$ cat config.mk
export PLATFORM = sky130hd
export DESIGN_NAME = dual_stepper_step_generator_odometry
export DESIGN_NICKNAME = d
export VERILOG_FILES = /design/src/rtl/core/dssgo_pkg.sv /design/src/rtl/core/dssgo_lane.sv /design/src/rtl/core/dssgo_merge.sv /design/src/rtl/core/dual_stepper_step_generator_odometry.sv
export VERILOG_INCLUDE_DIRS = /design/src /design/src/rtl/core
export SDC_FILE = /design/constraint.sdc
export NUM_CORES = 2
export LEC_CHECK = 0
export ABC_AREA = 1
export BUFFER_PORTS_ARGS = -buffer_cell sky130_fd_sc_hd__buf_2
export CAP_MARGIN = 20
export CORE_ASPECT_RATIO = 0.75
export CORE_UTILIZATION = 30
export CTS_BUF_LIST = sky130_fd_sc_hd__clkbuf_16
export DETAILED_ROUTE_END_ITERATION = 10
export PLACE_DENSITY = 0.46
export SLEW_MARGIN = 20
export SYNTH_ARGS = -nofsm -noshare
export SYNTH_HDL_FRONTEND = slang
export SYNTH_SLANG_ARGS = --single-unit
$ cat constraint.sdc
create_clock -name clk -period 6.6 [get_ports clk]
set_input_delay 1.32 -clock clk [delete_from_list [all_inputs] [get_ports clk]]
set_output_delay 1.32 -clock clk [all_outputs]
set_load 0.005 [all_outputs]
$ cat src/rtl/core/dual_stepper_step_generator_odometry_defines.svh
// Assertion macros shared by the step generator RTL.
`ifndef DUAL_STEPPER_STEP_GENERATOR_ODOMETRY_DEFINES_SVH
`define DUAL_STEPPER_STEP_GENERATOR_ODOMETRY_DEFINES_SVH

// Same-cycle implication, checked outside reset.
`define DSSGO_ASSERT_NOW(label, clk, rst_n, ante, cons, msg) \
    label: assert property (@(posedge clk) disable iff (!rst_n) (ante) |-> (cons)) \
        else $error(msg);

// Next-cycle implication, checked outside reset.
`define DSSGO_ASSERT_NEXT(label, clk, rst_n, ante, cons, msg) \
    label: assert property (@(posedge clk) disable iff (!rst_n) (ante) |=> (cons)) \
        else $error(msg);

`endif

$ cat src/rtl/core/dssgo_pkg.sv
// Types and constants shared by the step generator modules.
`timescale 1ns / 1ps
package dssgo_pkg;

    localparam int NUM_W        = 16;
    localparam int DB_W         = 11;
    localparam int UNIT_W       = 8;
    localparam int DIST_W       = 32;
    localparam int HEAD_W       = 16;
    localparam int CFG_IDX_W    = 2;
    localparam int CFG_DATA_W   = 16;
    localparam int SLOPE_OFFSET = 9;

    localparam logic [DB_W-1:0]   DEADBAND_RST = 11'd1;
    localparam logic [NUM_W-1:0]  SLOPE_RST    = 16'd11000;
    localparam logic [UNIT_W-1:0] COUNTS_RST   = 8'd21;
    localparam logic [UNIT_W-1:0] WIDTH_RST    = 8'd8;

    typedef enum logic [CFG_IDX_W-1:0] {
        REG_DEADBAND = 2'd0,
        REG_SLOPE    = 2'd1,
        REG_COUNTS   = 2'd2,
        REG_WIDTH    = 2'd3
    } cfg_reg_t;

    // What one lane reports for the item it finished.
    typedef struct packed {
        logic              level;
        logic              neg;
        logic              moving;
        logic [DIST_W-1:0] steps;
    } lane_res_t;

endpackage

$ cat src/rtl/core/dssgo_lane.sv
// One wheel lane: serial speed-to-period divider, period scaling and pulse phase.
`timescale 1ns / 1ps
`include "dual_stepper_step_generator_odometry_defines.svh"
module dssgo_lane #(
    parameter int SPEED_BITS = 12,
    parameter int PHASE_BITS = 24
) (
    input  logic                                 clk,
    input  logic                                 rst_n,
    input  logic                                 start,
    input  logic                                 en,
    input  logic signed [SPEED_BITS-1:0]         speed,
    input  logic [dssgo_pkg::DB_W-1:0]           deadband,
    input  logic [dssgo_pkg::NUM_W-1:0]          slope,
    input  logic [dssgo_pkg::UNIT_W-1:0]         counts,
    input  logic [dssgo_pkg::UNIT_W-1:0]         width,
    input  logic                                 commit,
    output logic                                 done,
    output dssgo_pkg::lane_res_t                 res
);
    import dssgo_pkg::*;

    localparam int DIV_W     = SPEED_BITS + 1;
    localparam int REM_W     = DIV_W + 1;
    localparam int MAG_CMP_W = (SPEED_BITS > DB_W) ? SPEED_BITS : DB_W;
    localparam int CNT_W     = $clog2(NUM_W);
    localparam int PROD_W    = NUM_W + UNIT_W;
    localparam int HIGH_W    = 2 * UNIT_W;
    localparam int CMP_W     = (PHASE_BITS > PROD_W) ? PHASE_BITS : PROD_W;
    localparam logic [CMP_W-1:0] PMAX = CMP_W'((64'd1 << PHASE_BITS) - 64'd1);

    typedef enum logic [1:0] {
        S_IDLE,
        S_DIV,
        S_MUL,
        S_DONE
    } state_t;

    state_t                  state_reg, state_next;
    logic [CNT_W-1:0]        cnt_reg, cnt_next;
    logic [PHASE_BITS-1:0]   phase_reg, phase_next;
    logic [DIST_W-1:0]       steps_reg, steps_next;

    logic                    en_reg, neg_reg, run_reg;
    logic [DIV_W-1:0]        div_reg;
    logic [REM_W-1:0]        rem_reg;
    logic [NUM_W-1:0]        num_reg;
    logic [PHASE_BITS-1:0]   period_reg, high_reg;

    logic [SPEED_BITS-1:0]   speed_u, mag;
    logic                    neg_in, run_in;
    logic [REM_W-1:0]        rem_shift, rem_diff;
    logic                    rem_ge;
    logic [UNIT_W:0]         width_p1;
    logic [NUM_W-1:0]        units;
    logic [PROD_W-1:0]       period_prod;
    logic [HIGH_W-1:0]       high_prod;
    logic [CMP_W-1:0]        period_ext, high_ext;
    logic                    active, step_now, level;
    logic [PHASE_BITS:0]     phase_inc;
    logic [DIST_W-1:0]       steps_upd;
    logic [PHASE_BITS-1:0]   phase_upd;

    // Magnitude, direction and deadband test of the incoming speed
    assign speed_u = speed;
    assign neg_in  = speed_u[SPEED_BITS-1];
    assign mag     = neg_in ? (~speed_u + 1'b1) : speed_u;
    assign run_in  = MAG_CMP_W'(mag) > MAG_CMP_W'(deadband);

    // One restoring division step per cycle; quotient bits shift into num_reg
    assign rem_shift = {rem_reg[REM_W-2:0], num_reg[NUM_W-1]};
    assign rem_ge    = rem_shift >= {1'b0, div_reg};
    assign rem_diff  = rem_shift - {1'b0, div_reg};

    // Clamp to the minimum period, scale to ticks, saturate to the phase range
    assign width_p1    = {1'b0, width} + 1'b1;
    assign units       = (num_reg >= NUM_W'(width_p1)) ? num_reg : NUM_W'(width_p1);
    assign period_prod = PROD_W'(units) * PROD_W'(counts);
    assign high_prod   = HIGH_W'(width) * HIGH_W'(counts);
    assign period_ext  = CMP_W'(period_prod);
    assign high_ext    = CMP_W'(high_prod);

    // Pulse phase for the finished item
    assign active    = en_reg && run_reg && (period_reg != '0);
    assign step_now  = active && (phase_reg == '0);
    assign level     = active && (phase_reg < high_reg);
    assign phase_inc = {1'b0, phase_reg} + 1'b1;
    assign phase_upd = (!active || (phase_inc >= {1'b0, period_reg})) ? '0
                     : phase_inc[PHASE_BITS-1:0];

    always_comb
    begin
        if (!en_reg)
        begin
            steps_upd = '0;
        end
        else if (step_now)
        begin
            steps_upd = neg_reg ? (steps_reg - 1'b1) : (steps_reg + 1'b1);
        end
        else
        begin
            steps_upd = steps_reg;
        end
    end

    always_comb
    begin
        state_next = state_reg;
        cnt_next   = cnt_reg;
        phase_next = phase_reg;
        steps_next = steps_reg;
        case (state_reg)
            S_IDLE:
            begin
                if (start)
                begin
                    state_next = S_DIV;
                    cnt_next   = '0;
                end
            end
            S_DIV:
            begin
                cnt_next = cnt_reg + 1'b1;
                if (cnt_reg == CNT_W'(NUM_W - 1))
                begin
                    state_next = S_MUL;
                end
            end
            S_MUL:
            begin
                state_next = S_DONE;
            end
            S_DONE:
            begin
                if (commit)
                begin
                    state_next = S_IDLE;
                    phase_next = phase_upd;
                    steps_next = steps_upd;
                end
            end
            default:
            begin
                state_next = S_IDLE;
            end
        endcase
    end

    always_ff @(posedge clk or negedge rst_n)
    begin
        if (!rst_n)
        begin
            state_reg <= S_IDLE;
            cnt_reg   <= '0;
            phase_reg <= '0;
            steps_reg <= '0;
        end
        else
        begin
            state_reg <= state_next;
            cnt_reg   <= cnt_next;
            phase_reg <= phase_next;
            steps_reg <= steps_next;
        end
    end

    always_ff @(posedge clk)
    begin
        if (start && (state_reg == S_IDLE))
        begin
            en_reg  <= en;
            neg_reg <= neg_in;
            run_reg <= run_in;
            div_reg <= DIV_W'(mag) + DIV_W'(SLOPE_OFFSET);
            rem_reg <= '0;
            num_reg <= slope;
        end
        else if (state_reg == S_DIV)
        begin
            rem_reg <= rem_ge ? rem_diff : rem_shift;
            num_reg <= {num_reg[NUM_W-2:0], rem_ge};
        end
        if (state_reg == S_MUL)
        begin
            period_reg <= PHASE_BITS'((period_ext > PMAX) ? PMAX : period_ext);
            high_reg   <= PHASE_BITS'((high_ext > PMAX) ? PMAX : high_ext);
        end
    end

    assign done       = (state_reg == S_DONE);
    assign res.level  = level;
    assign res.neg    = neg_reg;
    assign res.moving = en_reg && run_reg;
    assign res.steps  = steps_upd;

    `DSSGO_ASSERT_NOW(a_start_idle, clk, rst_n, start, state_reg == S_IDLE, "lane started while busy")
    `DSSGO_ASSERT_NOW(a_commit_done, clk, rst_n, commit, state_reg == S_DONE, "lane committed before done")
    `DSSGO_ASSERT_NEXT(a_stop_clear, clk, rst_n, commit && !run_reg, phase_reg == '0, "stopped lane kept phase")

endmodule

$ cat src/rtl/core/dssgo_merge.sv
// Merge stage: combines both lanes into the registered result item.
`timescale 1ns / 1ps
module dssgo_merge (
    input  logic                                 clk,
    input  logic                                 rst_n,
    input  logic                                 commit,
    input  logic                                 out_stall,
    input  dssgo_pkg::lane_res_t                 lane_l,
    input  dssgo_pkg::lane_res_t                 lane_r,
    output logic                                 out_free,
    output logic                                 out_valid,
    output logic                                 step_left,
    output logic                                 dir_left,
    output logic                                 step_right,
    output logic                                 dir_right,
    output logic                                 driver_on,
    output logic signed [dssgo_pkg::DIST_W-1:0]  distance_left,
    output logic signed [dssgo_pkg::DIST_W-1:0]  distance_right,
    output logic signed [dssgo_pkg::DIST_W-1:0]  distance_average,
    output logic signed [dssgo_pkg::HEAD_W-1:0]  heading
);
    import dssgo_pkg::*;

    logic                out_valid_reg, out_valid_next;
    logic                step_l_reg, dir_l_reg, step_r_reg, dir_r_reg, drv_reg;
    logic [DIST_W-1:0]   dist_l_reg, dist_r_reg, avg_reg;
    logic [HEAD_W-1:0]   head_reg;
    logic [DIST_W:0]     sum;

    assign sum = {lane_l.steps[DIST_W-1], lane_l.steps}
               + {lane_r.steps[DIST_W-1], lane_r.steps};

    assign out_free = !out_valid_reg || !out_stall;

    always_comb
    begin
        out_valid_next = out_valid_reg;
        if (commit)
        begin
            out_valid_next = 1'b1;
        end
        else if (!out_stall)
        begin
            out_valid_next = 1'b0;
        end
    end

    always_ff @(posedge clk or negedge rst_n)
    begin
        if (!rst_n)
        begin
            out_valid_reg <= 1'b0;
        end
        else
        begin
            out_valid_reg <= out_valid_next;
        end
    end

    always_ff @(posedge clk)
    begin
        if (commit)
        begin
            step_l_reg <= lane_l.level;
            dir_l_reg  <= lane_l.neg;
            step_r_reg <= lane_r.level;
            dir_r_reg  <= !lane_r.neg;
            drv_reg    <= lane_l.moving || lane_r.moving;
            dist_l_reg <= lane_l.steps;
            dist_r_reg <= lane_r.steps;
            avg_reg    <= sum[DIST_W:1];
            head_reg   <= lane_r.steps[HEAD_W-1:0] - lane_l.steps[HEAD_W-1:0];
        end
    end

    assign out_valid        = out_valid_reg;
    assign step_left        = step_l_reg;
    assign dir_left         = dir_l_reg;
    assign step_right       = step_r_reg;
    assign dir_right        = dir_r_reg;
    assign driver_on        = drv_reg;
    assign distance_left    = dist_l_reg;
    assign distance_right   = dist_r_reg;
    assign distance_average = avg_reg;
    assign heading          = head_reg;

endmodule

$ cat src/rtl/core/dual_stepper_step_generator_odometry.sv
// Top level of the dual-lane stepper step generator with wheel odometry.
//
//  Channel  | Handshake            | Payload
//  ---------+----------------------+------------------------------------------
//  in       | in_valid / in_stall  | enable, speed_left, speed_right
//  out      | out_valid / out_stall| step/dir per lane, driver_on, distances,
//           |                      | distance_average, heading
//  cfg      | cfg_valid / cfg_ready| cfg_index, cfg_data
//
// One item (timer tick) is taken at the acceptance edge, which loads both
// lanes. Each lane then runs the bit-serial restoring divider for the 16-bit
// quotient (one quotient bit per cycle), the period multiply and the commit
// into the result register. The next item can be taken the cycle after
// commit; in_stall is high from acceptance until commit.
// A result waiting in the output register does not block the next item; it
// only holds the commit of the following one until the result is taken.
// Reset clears the phases, the distances, the control state and loads the
// register defaults. cfg_ready is always high.
`timescale 1ns / 1ps
`include "dual_stepper_step_generator_odometry_defines.svh"
module dual_stepper_step_generator_odometry #(
    parameter int SPEED_BITS = 12,
    parameter int PHASE_BITS = 24
) (
    input  logic                                     clk,
    input  logic                                     rst_n,
    input  logic                                     in_valid,
    output logic                                     in_stall,
    input  logic                                     enable,
    input  logic signed [SPEED_BITS-1:0]             speed_left,
    input  logic signed [SPEED_BITS-1:0]             speed_right,
    output logic                                     out_valid,
    input  logic                                     out_stall,
    output logic                                     step_left,
    output logic                                     dir_left,
    output logic                                     step_right,
    output logic                                     dir_right,
    output logic                                     driver_on,
    output logic signed [dssgo_pkg::DIST_W-1:0]      distance_left,
    output logic signed [dssgo_pkg::DIST_W-1:0]      distance_right,
    output logic signed [dssgo_pkg::DIST_W-1:0]      distance_average,
    output logic signed [dssgo_pkg::HEAD_W-1:0]      heading,
    input  logic                                     cfg_valid,
    output logic                                     cfg_ready,
    input  logic [dssgo_pkg::CFG_IDX_W-1:0]          cfg_index,
    input  logic [dssgo_pkg::CFG_DATA_W-1:0]         cfg_data
);
    import dssgo_pkg::*;

    // Configuration registers
    logic [DB_W-1:0]    deadband_reg, deadband_next;
    logic [NUM_W-1:0]   slope_reg, slope_next;
    logic [UNIT_W-1:0]  counts_reg, counts_next;
    logic [UNIT_W-1:0]  width_reg, width_next;

    // Item control: busy from acceptance until both lanes commit
    logic               busy_reg, busy_next;
    logic               accept, commit;
    logic               done_l, done_r, out_free;
    lane_res_t          res_l, res_r;

    assign cfg_ready = 1'b1;
    assign in_stall  = busy_reg;
    assign accept    = in_valid && !busy_reg;
    // Commit only when both lanes finished and the output register can take it
    assign commit    = busy_reg && done_l && done_r && out_free;

    always_comb
    begin
        deadband_next = deadband_reg;
        slope_next    = slope_reg;
        counts_next   = counts_reg;
        width_next    = width_reg;
        if (cfg_valid)
        begin
            case (cfg_reg_t'(cfg_index))
                REG_DEADBAND: deadband_next = cfg_data[DB_W-1:0];
                REG_SLOPE:    slope_next    = cfg_data[NUM_W-1:0];
                REG_COUNTS:   counts_next   = cfg_data[UNIT_W-1:0];
                REG_WIDTH:    width_next    = cfg_data[UNIT_W-1:0];
                default:      deadband_next = deadband_reg;
            endcase
        end
    end

    always_comb
    begin
        busy_next = busy_reg;
        if (accept)
        begin
            busy_next = 1'b1;
        end
        else if (commit)
        begin
            busy_next = 1'b0;
        end
    end

    always_ff @(posedge clk or negedge rst_n)
    begin
        if (!rst_n)
        begin
            deadband_reg <= DEADBAND_RST;
            slope_reg    <= SLOPE_RST;
            counts_reg   <= COUNTS_RST;
            width_reg    <= WIDTH_RST;
            busy_reg     <= 1'b0;
        end
        else
        begin
            deadband_reg <= deadband_next;
            slope_reg    <= slope_next;
            counts_reg   <= counts_next;
            width_reg    <= width_next;
            busy_reg     <= busy_next;
        end
    end

    // Two identical lanes work on the two wheel speeds of the item
    dssgo_lane #(
        .SPEED_BITS (SPEED_BITS),
        .PHASE_BITS (PHASE_BITS)
    ) u_lane_l (
        .clk      (clk),
        .rst_n    (rst_n),
        .start    (accept),
        .en       (enable),
        .speed    (speed_left),
        .deadband (deadband_reg),
        .slope    (slope_reg),
        .counts   (counts_reg),
        .width    (width_reg),
        .commit   (commit),
        .done     (done_l),
        .res      (res_l)
    );

    dssgo_lane #(
        .SPEED_BITS (SPEED_BITS),
        .PHASE_BITS (PHASE_BITS)
    ) u_lane_r (
        .clk      (clk),
        .rst_n    (rst_n),
        .start    (accept),
        .en       (enable),
        .speed    (speed_right),
        .deadband (deadband_reg),
        .slope    (slope_reg),
        .counts   (counts_reg),
        .width    (width_reg),
        .commit   (commit),
        .done     (done_r),
        .res      (res_r)
    );

    // Combine lane results into the output item: driver flag, average, heading
    dssgo_merge u_merge (
        .clk              (clk),
        .rst_n            (rst_n),
        .commit           (commit),
        .out_stall        (out_stall),
        .lane_l           (res_l),
        .lane_r           (res_r),
        .out_free         (out_free),
        .out_valid        (out_valid),
        .step_left        (step_left),
        .dir_left         (dir_left),
        .step_right       (step_right),
        .dir_right        (dir_right),
        .driver_on        (driver_on),
        .distance_left    (distance_left),
        .distance_right   (distance_right),
        .distance_average (distance_average),
        .heading          (heading)
    );

    `DSSGO_ASSERT_NEXT(a_accept_busy, clk, rst_n, accept, busy_reg, "accepted item did not mark busy")
    `DSSGO_ASSERT_NEXT(a_commit_free, clk, rst_n, commit, !busy_reg, "busy held after commit")
    `DSSGO_ASSERT_NEXT(a_commit_out, clk, rst_n, commit, out_valid, "committed item not presented")

endmodule
==> After elaboration in Yosys (flattened, before gate mapping) <==
Index checks and enable logic that the tools add are counted.
{ "totals": {"out_inout_bits": 120, "wordCells": 170, "inputBits": 48, "regBits": 472} }
{ "classes": {"n_bitwise": 2, "eq_ne": 18, "n_lt_le_gt_ge": 13, "n_addsub": 17, "mux": 32, "reduce_logical": 46, "n_mul": 3} }
{ "op_table": {"columns": ["operator", "n"], "rows": [
  ["$mux W32", 6],
  ["$mux W16", 6],
  ["$mux W24", 3],
  ["$add A32 B1 Y32 const B", 2],
  ["$sub A32 B1 Y32 const B", 2],
  ["$add A24 B1 Y25 const B", 2],
  ["$ge A25 B24 Y1", 2],
  ["$gt A24 B24 Y1 const B", 2],
  ["$logic_not A24 Y1", 2],
  ["$lt A24 B24 Y1", 2],
  ["$mul A16 B8 Y24", 2],
  ["$reduce_bool A24 Y1", 2],
  ["$add A32 B32 Y33", 1],
  ["$ge A16 B9 Y1", 2],
  ["$ge A14 B13 Y1", 2],
  ["$add A12 B4 Y13 const B", 2],
  ["$mux W13", 2],
  ["$sub A13 B13 Y13", 2],
  ["$add A12 B1 Y12 const B", 2],
  ["$gt A12 B11 Y1", 2],
  ["$gt A16 B24 Y1 const B", 1],
  ["$mux W12", 2],
  ["$not A12 Y12", 2],
  ["$mul A8 B8 Y16", 1],
  ["20 further kinds", 77]
]} }

==> Depth between registers and ports, before layout <==
{ "depth": {"ltp_word": 6, "depth_mapped": 35, "mapped_depth_nobuf": 34} }

==> Hierarchy <==
A second synthesis with hierarchy kept.
{ "unflattened": {"hier_cells": 6074, "hier_area_um2": 45471.1} }
{ "by_module_without_submodules": {"columns": ["mod", "seq_area_each_um2", "cells_per_inst", "area_each_um2", "instances"], "rows": [
  ["dssgo_lane (u_lane_r)", 3973.8, 2574, 18472.7, 1],
  ["dssgo_lane (u_lane_l)", 3973.8, 2515, 18121.1, 1],
  ["dssgo_merge", 3538.4, 781, 6870.3, 1],
  ["dual_stepper_step_generator_odometry", 1117.3, 204, 2006.9, 1]
]} }

==> Worst setup path before layout <==
No wires, ideal clock.
{ "synth_timing": {"path_type": "register -> register", "start": "register width_reg[3]", "end": "register u_lane_l.period_reg[15], data pin", "required_time_ns": 6.342, "setup_slack_ns": 0.675, "path_stages_with_launch": 30, "t_arrival_ns": 5.667, "setup_ns": 0.258, "path_cell_list": "dfstp_2 -> buf_1 -> xor2_1 -> ha_1 -> nand2_1 -> inv_1 -> nand2_1 -> nand3_1 -> nand2_1 -> nand3_1 -> nand2_1 -> nand2_1 -> nand2_4 -> nand2_4 -> nand2_1 -> nand2_2 -> nor2_1 -> fa_1 -> fa_1 -> fa_1 -> inv_1 -> fa_1 -> inv_1 -> ha_1 -> nand2_1 -> o21ai_0 -> a21oi_1 -> o21ai_0 -> a21oi_1 -> xnor2_1"} }
{ "synth_via": {"elab_chain_cells": 5} }
{ "synth_lines": {"columns": ["element", "line", "source"], "rows": [
  ["start: declaration", "dual_stepper_step_generator_odometry.sv:54", "logic [UNIT_W-1:0] width_reg, width_next;"],
  ["start signal: assignment", "dual_stepper_step_generator_odometry.sv:114", "width_reg <= width_next;"],
  ["$add A8 B1 Y9 *", "dssgo_lane.sv:76", "assign width_p1 = {1'b0, width} + 1'b1;"],
  ["$ge A16 B9 Y1", "dssgo_lane.sv:77", "assign units = (num_reg >= NUM_W'(width_p1)) ? num_reg : NUM_W'(width_p1);"],
  ["$mux W16 *", "dssgo_lane.sv:77", null],
  ["$mul A16 B8 Y24 *", "dssgo_lane.sv:78", "assign period_prod = PROD_W'(units) * PROD_W'(counts);"],
  ["$gt A24 B24 Y1", "dssgo_lane.sv:186", "period_reg <= PHASE_BITS'((period_ext > PMAX) ? PMAX : period_ext);"],
  ["end signal: assignment", "dssgo_lane.sv:186", null],
  ["end: declaration", "dssgo_lane.sv:48", "logic [PHASE_BITS-1:0] period_reg, high_reg;"]
]} }
Mark *: on every way between the ends. The rest lies on a longest branch, timed or not.
A chain may end at the register's enable or synchronous reset.

==> Worst setup path after layout <==
{ "layout_timing": {"start": "register width_reg[3]", "end": "register u_lane_l.period_reg[22], data pin"} }
The elaborated chain is that of the path after synthesis.

==> qor.yml <==
grt:
  antenna_found_initial: 3
  grt_pass1_wl_um: 198000
  grt_pass1_vias: 34256
  grt_overflow: 0
  track_usage_pct: 18.0
  grt_max_degree: 177
synth:
  synth_cell_types: 58
  synth-edff-count: 261
  synth_flop_cell: "edfxtp_1"
  netlist_instances: 5462
  syn_area_per_cell_um2: 7.59
  synth_async_sr_flop_share_pct: 37.1
  yosysWarnings: 0
  yosys.area.top_type: "edfxtp_1"
  ys_seq_area_share_pct: 30.4
  synth-seq-cells: 456
  netlist_area_um2: 41500
  synth_top_area_share_pct: 18.9
  ys_top_cells_by_area: "edfxtp_1 (19%), ha_1 (12%), nand2_1 (11%)"
clock_network:
  holdBufCountCts: 0
  clockBufferDepth: 3
  numClockSinks: 456
  clock-root-buffer: "clkbuf_16"
  tritoncts: "done"
  path_clk_slew_ns: 0.06
  h-tree-depth: 2
  insertion_delay_ns: 0.70
  cts_buffers: 56
pwr:
  pwr-share-comb_pct: 65.8
  irDropWorstVdd_uv: 428
  power.total_mw: 24.7
  swShare_pct: 49.9
  p_leak_nw: 24.4
  pwr-share-seq_pct: 20.5
  p_per_area_nw_per_um2: 528
  clkPwrFrac_pct: 13.7
  p_int_mw: 12.4
  switchingPower_mw: 12.3
route:
  top_layer: "met4"
  met2_length_um: 48600
  wl_per_cell_um: 16.6
  via_per_inst: 4.67
  routed-wl-met3_um: 6290
  initialDrtViolationCount: 2615
  first_pass_iters: 5
  drc: 0
  dr_total_vias: 35035
  drt-total-wl_um: 125000
  wl_met1_um: 67800
  ant_nets: 0
sta:
  finalSetupTns_ns: 0
  finalSetupViolCount: 0
  slew_viol_final: 0
  setup_slack_ns: 0.412
  fin_crit_sh_pct: 93.8
  layout_min_cycle_time_ns: 6.19
  tightest_slew_ns: 1.08
  fmax_ghz: 0.162
  finalHoldViolCount: 0
  hold-worst-slack_ns: 0.468
  finalClockSkew_ns: 0.0552
  maxSlewHeadroom_pct: 27.9
run_status:
  status: "finished clean"
run:
  maxCapViolations: 0
critical_path:
  rr_startpoint: "width_reg[3]"
  reg2reg_depth: 30
  end_kind: "flip-flop"
  worstPathMaxFanout: 10
  cp.required_ns: 7.01
  worstSetupPathType: "reg2reg"
  setup.worst_path.start_class: "flip-flop"
  arrival_ns: 6.60
  cpPeakStageDelay_ns: 0.57
  worst_path_most_repeated_cell: "nand2_1"
  reg2reg_to: "u_lane_l.period_reg[22]"
  crit_path_top_delay_cell: "dfstp_2"
  rrSetupSlack_ns: 0.41
floorplan:
  ios: 168
  rows: 117
  start_util_pct: 30.4
  die_h_um: 324
  core_um2: 136000
  dieArea_um2: 140000
  die_w_um: 431
placement:
  post-dp-hpwl_um: 99300
  dp_slack_ns: 0.271
  dp_cells: 7401
  placed_cell_area_um2: 44600
  gp_congestion: 0.900
  portBuffers: 166
final_layout:
  layout.area.seq_um2: 12600
  drive_gt1_share_pct: 7.38
  fill_cells: 14666
  multi_input_area_um2: 24500
  design_area_um2: 46700
  layout.cells.non_filler: 7509
  final_util_pct: 34.2
  nets: 6266
  area_growth_pct: 12.7
hold_path:
  whs_endpoint: "u_lane_l.rem_reg[11]"
  holdPathStages: 2
  hold_start: "u_lane_l.rem_reg[11]"
  worstHoldPathType: "reg2reg"
power by group through the flow:
stage	Clock, mW	Sequential (mW)	Combinational [mW]
after floorplan	0	4.87	11.8
after global routing	3.60	5.15	18.7
after CTS	3.50	5.06	16.1
after detailed placement	0	5.10	16.0
final	3.39	5.06	16.2
after global placement	0	5.11	16.0
cell usage in the layout, fill, tap and decap left out, types with 6 or more instances in the layout:
| master | instances |
|---|---|
| dfrtp_1 | 156 |
| nand3b_1 | 20 |
| a31oi_1 | 7 |
| nand2_2 | 21 |
| nor4_1 | 7 |
| ha_1 | 390 |
| and2_1 | 8 |
| bufinv_16 | 10 |
| nand3_1 | 332 |
| inv_1 | 1036 |
| nand4_1 | 69 |
| a21oi_2 | 8 |
| dfxtp_1 | 26 |
| o21bai_1 | 26 |
| nor2_2 | 11 |
| dfstp_2 | 13 |
| a21o_1 | 29 |
| or2_2 | 6 |
| clkinv_2 | 9 |
| edfxtp_1 | 261 |
| inv_6 | 6 |
| clkbuf_16 | 56 |
| buf_4 | 67 |
| nand2_4 | 6 |
| clkinv_1 | 14 |
| a21oi_1 | 263 |
| xor2_1 | 140 |
| o211ai_1 | 25 |
| o21ai_1 | 30 |
| o21a_1 | 16 |
| o21ai_0 | 254 |
| nor3_1 | 48 |
| xnor2_1 | 52 |
| nand2_1 | 1252 |
| fa_1 | 210 |
| a211oi_1 | 8 |
| buf_2 | 165 |
| nor2_1 | 537 |
worst max-delay path, delay by kind of cell (launching register included):
kind,cells,cell delay (ns)
AO/OA/AOI/OAI,3,0.50
adder cells (fa/ha/maj),6,2.81
buffers and inverters,2,0.10
flip-flops,1,0.57
AND/OR/NAND/NOR,17,1.68
XOR/XNOR,2,0.28
repair_timing:
action                                  in CTS  in global routing
endpoints found under the setup margin       0                 23
setup buffers                                0                  1
resized for setup                            0                 26
cell type report:
class,instances,share of cell area [%]
sequential,456,27.0
timing repair buffer,236,3.00
inverter,1038,8.35
tap,1844,4.94
clock inverter,50,1.26
clock buffer,56,3.00
antenna,1,0.00536
multi-input combinational,3828,52.5
routing by layer:
metal / GRT usage, % / vias up
met3: 2.40 / 92
li1: - / 17656
met1: 28.6 / 16618
met5: 0 / -
met4: 3.36 / 0
met2: 25.4 / 669
cell usage after synthesis, drive strengths merged, types with 3 or more instances:
library cell and n:
a21o 29, buf 38, fa 210, o21a 16, clkinv 5, or2 6, nand2 1279, o21ai 284
nand4 69, o211ai 25, a31oi 11, edfxtp 261, xor2 140, o211a 4, xnor2 53, dfrtp 156
a21boi 4, and3 4, nor2 550, nand3b 20, nor3b 4, nor4 10, inv 1033, dfstp 13
nand3 336, nor3 53, dfxtp 26, clkbuf 103, a21oi 272, ha 392, a211oi 8, o21bai 27
a221oi 3, and2 8
logic make-up (layout without fill, tap and decap cells):
family	Yosys count	count (layout)	synth area share (%)
and+or+nand+nor	2342	2342	23.6
other	2	4	0.0181
xor gates and xnor gates	193	193	4.08
adders and majority gates	602	602	22.0
AOI/OAI and AO/OA	688	688	9.12
DFF	456	456	30.4
buffers and inverters	1179	1380	10.8
worst max path at each step:
stage                                         end  slack [ns]          from  cells past startpoint
after detailed placement  u_lane_r.period_reg[16]        0.27  width_reg[3]                     28
after floorplan           u_lane_l.period_reg[15]        0.67  width_reg[3]                     29
after global routing      u_lane_l.period_reg[22]      -0.009  width_reg[3]                     29
after global placement    u_lane_r.period_reg[16]        0.32  width_reg[3]                     28
final                     u_lane_l.period_reg[22]        0.41  width_reg[3]                     30
after CTS                 u_lane_r.period_reg[17]        0.24  width_reg[3]                     28
Note: power is estimated with default switching activity, not from simulation.
